<file path="src/bpa_ram.sv">
// bpa_ram: generic simple dual-port RAM, one write and one registered read port.
// No dependencies.
module bpa_ram #(
    parameter int WIDTH = 8,
    parameter int DEPTH = 16
) (
    input  logic                     clk,
    input  logic                     we,
    input  logic [$clog2(DEPTH)-1:0] waddr,
    input  logic [WIDTH-1:0]         wdata,
    input  logic                     re,
    input  logic [$clog2(DEPTH)-1:0] raddr,
    output logic [WIDTH-1:0]         rdata
);

    logic [WIDTH-1:0] mem [DEPTH];

    always_ff @(posedge clk)
    begin
        if (we)
            mem[waddr] <= wdata;
        if (re)
            rdata <= mem[raddr];
    end

endmodule

</file>
<file path="config.mk">
export PLATFORM = sky130hd
export DESIGN_NAME = bpa_ram
export DESIGN_NICKNAME = d
export VERILOG_FILES = /design/src/bpa_ram.sv
export SDC_FILE = /design/constraint.sdc
export NUM_CORES = 1
export LEC_CHECK = 0
export BUFFER_PORTS_ARGS = -buffer_cell sky130_fd_sc_hd__buf_2
export CAP_MARGIN = 10
export CORE_MARGIN = 2
export CORE_UTILIZATION = 60
export DETAILED_ROUTE_END_ITERATION = 8
export HOLD_SLACK_MARGIN = 0.1
export PLACE_DENSITY = 0.78
export SYNTH_ARGS = -nofsm -noshare
export SYNTH_HDL_FRONTEND = slang
export SYNTH_SLANG_ARGS = --single-unit
</file>
<file path="constraint.sdc">
create_clock -name clk -period 2.61 [get_ports clk]
set_input_delay 0.3915 -clock clk [delete_from_list [all_inputs] [get_ports clk]]
set_output_delay 0.3915 -clock clk [all_outputs]
set_load 0.05 [all_outputs]
</file>
# Yosys cells after proc, flatten, opt, wreduce, memory -nomap -nowiden
# Memory sizes are Yosys's and may differ from the RTL's. A register that Yosys moved wholly into a read port is not among the register bits.
# Index checks and enable logic that the tools add are counted.
# op_classes
mux,2
# op_table
operator,count
1-bit two-way mux,2
# totals
ff_bits,0
ramBits,128
input_bits,19
out_inout_bits,8
word_cells,3
n_memories,1
# mem_list
name,depth,word_bits,rd,rd_clocked_by_memory_dff,write_ports,line_no,source
mem,16,8,1,1,1,16,logic [WIDTH-1:0] mem [DEPTH];

# Longest topological paths before layout
# depth
word_depth,2
mapped_depth,5
mapped_depth_nobuf,3

# Worst setup path before layout
# No wires, ideal clock.
# synth_path
kind,input -> register
startpoint,in waddr[2]
endpoint,mem mem[0][0] (enable)
setup_time_ns,0.383
arrival_time_ns,1.501
required_ns,2.227
path_slack_ns,0.726
path_stages,2
path_buffers,0
path_cell_list,or3b_2 > nor3_1
# synth_rtl
item,line_no,source
start: declaration,9,"input logic [$clog2(DEPTH)-1:0] waddr,"
end: declaration,16,
# No word-level cell before the write port.

# Worst setup path in the final report
# layout_path
startpoint,in waddr[2]
endpoint,mem mem[2][3] (enable)
# No word-level cell before the write port.

==> flow_summary.toml <==
[run_status]
outcome = "finished clean"

[setup_path]
reg2reg_from = "mem[1][5]"
cpPeakStageDelay_ps = 680
cp-start-kind = "input port"
crit_start = "waddr[2]"
critPathTopFamily = "simple AND/OR/NAND/NOR gates"
cp_num_buf_inv = 1
critPathSlowestCell = "nor2_1"
crit_required_ps = 2750
cp_max_fo = 8
crit_path_end_kind = "flip-flop"
criticalPathCategory = "in2reg"
crit_arrival_ps = 1690
worstPathCellList = "buf_2, or3b_2, nor2_1"

[floorplan]
fp.coreArea_sq_um = 8590
die_area_sq_um = 9480
die_w_um = 97.3
initial_core_util_pct = 60.8
row_count = 34
boundaryPins = 27
fp.dieH_um = 97.3

[timing]
timing.slew.headroom_pct = 42.6
hold_viol_final = 0
drv_slew = 0
layout_worst_path_cycle_share_pct = 59.6
rsz0062_at_grt = "no"
worst_slew_pin_slew_ps = 857
setup_tns_ps = 0
finalSetupViolCount = 0
fmax_ghz = 0.642
skew_ps = 6.56
final.min_clock_period_ps = 1560

[logic_synthesis]
syn_nets = 248
syn_area_per_cell_sq_um = 22.8
ys_seq_area_share_pct = 78.1
yosysUniqueCellTypes = 18
yosys.area.top_type = "edfxtp_1"
synth_seq_cells = 136
synth_top_area_share_pct = 78.1
syn_inst = 229
synth_area_sq_um = 5230
ys_warn_count = 0
ys_top_cells_by_area = "edfxtp_1 (78%), mux4_2 (7.8%), mux4_1 (7.0%)"

[layout]
fin_nets = 299
n_fill_cell = 494
antennaDiodeCount = 0
fin_util_pct = 71.3
area_growth_pct = 17.2
drive_above_1_share_pct = 30.7

[power_and_ir_drop]
ir_drop_mv = 0.595
p_leak_nw = 2.08
swShare_pct = 20.5
p_int_w = 0.00400
p_comb_share_pct = 5.1
power_frac_clock_pct = 45.6
switchingPower_w = 0.00103
power.density_nw_per_um2 = 820
p_seq_share_pct = 49.2

[clock_network]
cts_tree = "done"
post_cts_resized = 0
holdBufCountCts = 0
root_buffer = "clkbuf_8"
h-tree-depth = 4
postCtsSetupBuffers = 0
insertion_delay_ps = 510
path_clk_slew_ps = 60
clock-sinks = 136
cts_made_buffers = 17
clock_path_buffers = 2

[drt]
drt-wirelength-per-cell_um = 25.2
first_pass_iters = 6
final_antenna_net_count = 0
via_per_inst = 6.19
drtIter0Drc = 240
drc = 0
via_count = 2481
wl_um = 10100

[global_routing]
grt_pass1_wl_um = 15200
grt_pass1_vias = 2577
antenna_found_initial = 0
gr-total-overflow = 0
grt_max_degree = 33
track_usage_pct = 22.9

[worst_hold_path]
hp-class = "in2reg"
worstHoldStart = "re"

[placed_design]
buffer_ports.inserted = 26
dp_hpwl_um = 5970
routabilityCongestion = 0.776

[run]
drv_cap = 0
[Yosys cell counts]
library cell       n
nand3_1            1
nand3b_1           2
a22oi_1           16
nor2b_1            1
edfxtp_1         136
buf_6              3
mux4_2            18
nand2b_1           2
and2b_1            1
and2_1             1
mux4_1            14
or3b_2             1
nor3_1             4
nand2_1            9
buf_4              1
clkdlybuf4s25_2    3
buf_2              3
nor2_1            13
[through the flow]
stage               setup slack [ps]  instances  power (W)  hold WS [ps]  area (sq um)
floorplan                        726        229    0.00268           490          5230
global placement                 537        369    0.00277           721          5550
detailed placement               524        369    0.00278           734          5550
CTS                             1030        401    0.00506           225          6130
global route                    1000        401    0.00517           220          6130
finish                          1050        401    0.00503           250          6130
[cell usage in the layout, fill, tap and decap left out]
cell and instances:
nand3b_1 2, clkinvlp_4 3, a22oi_1 16, nand2_1 9
nand2b_1 2, clkinv_1 2, clkbuf_16 16, clkinv_4 2
mux4_2 18, buf_12 2, and2b_1 1, clkbuf_1 1
mux4_1 14, clkinv_2 4, edfxtp_1 136, buf_4 14
buf_2 26, nor3_1 4, clkbuf_8 1, nor2_1 13
or3b_2 1, nor2b_1 1, nand3_1 1, bufinv_16 3
and2_1 1
[area by class of cell]
cell class              count  area [sq um]  share of cell area [%]
flip-flops and latches    136          4080                    66.7
multi-input cells          83          1060                    17.3
well taps                 108           135                    2.21
repair buffers             42           275                    4.49
clock buffers              18           418                    6.82
clock inverters            14           158                    2.57
[flip-flops by register name, indices dropped and copies added (netlist names)]
signal	count
rdata	8
mem	128
[power groups by stage]
stage | combinational, W | sequential (W) | clock (W)
finish | 0.000258 | 0.00247 | 0.00229
global route | 0.000275 | 0.00248 | 0.00242
CTS | 0.000261 | 0.00248 | 0.00232
detailed placement | 0.000258 | 0.00252 | 0
global placement | 0.000252 | 0.00252 | 0
floorplan | 0.000124 | 0.00255 | 0
[kinds of logic after synthesis]
logic type / after synthesis / synth area share [%]
flops: 136 / 78.1
simple gates: 35 / 3.14
mux: 32 / 14.8
compound gates: 16 / 2.30
buf+inv: 10 / 1.65
[metal layers]
layer | global-route usage (%) | vias to the layer above | wire length, um
met5 | 0 | - | 0
met4 | 8.44 | 0 | 132
met3 | 6.33 | 10 | 1020
met2 | 35.3 | 135 | 5110
met1 | 32.4 | 1253 | 3830
li1 | - | 1083 | -
[worst paths after layout]
path                                   to  slack [ps]  depth (start not counted)
worst min-delay path             rdata[5]         250                          1
worst max-delay path            mem[2][3]        1050                          3
worst max register to register   rdata[5]        1100                          3
worst min register to register   rdata[2]         740                          3
(Power assumes the default switching activity.)
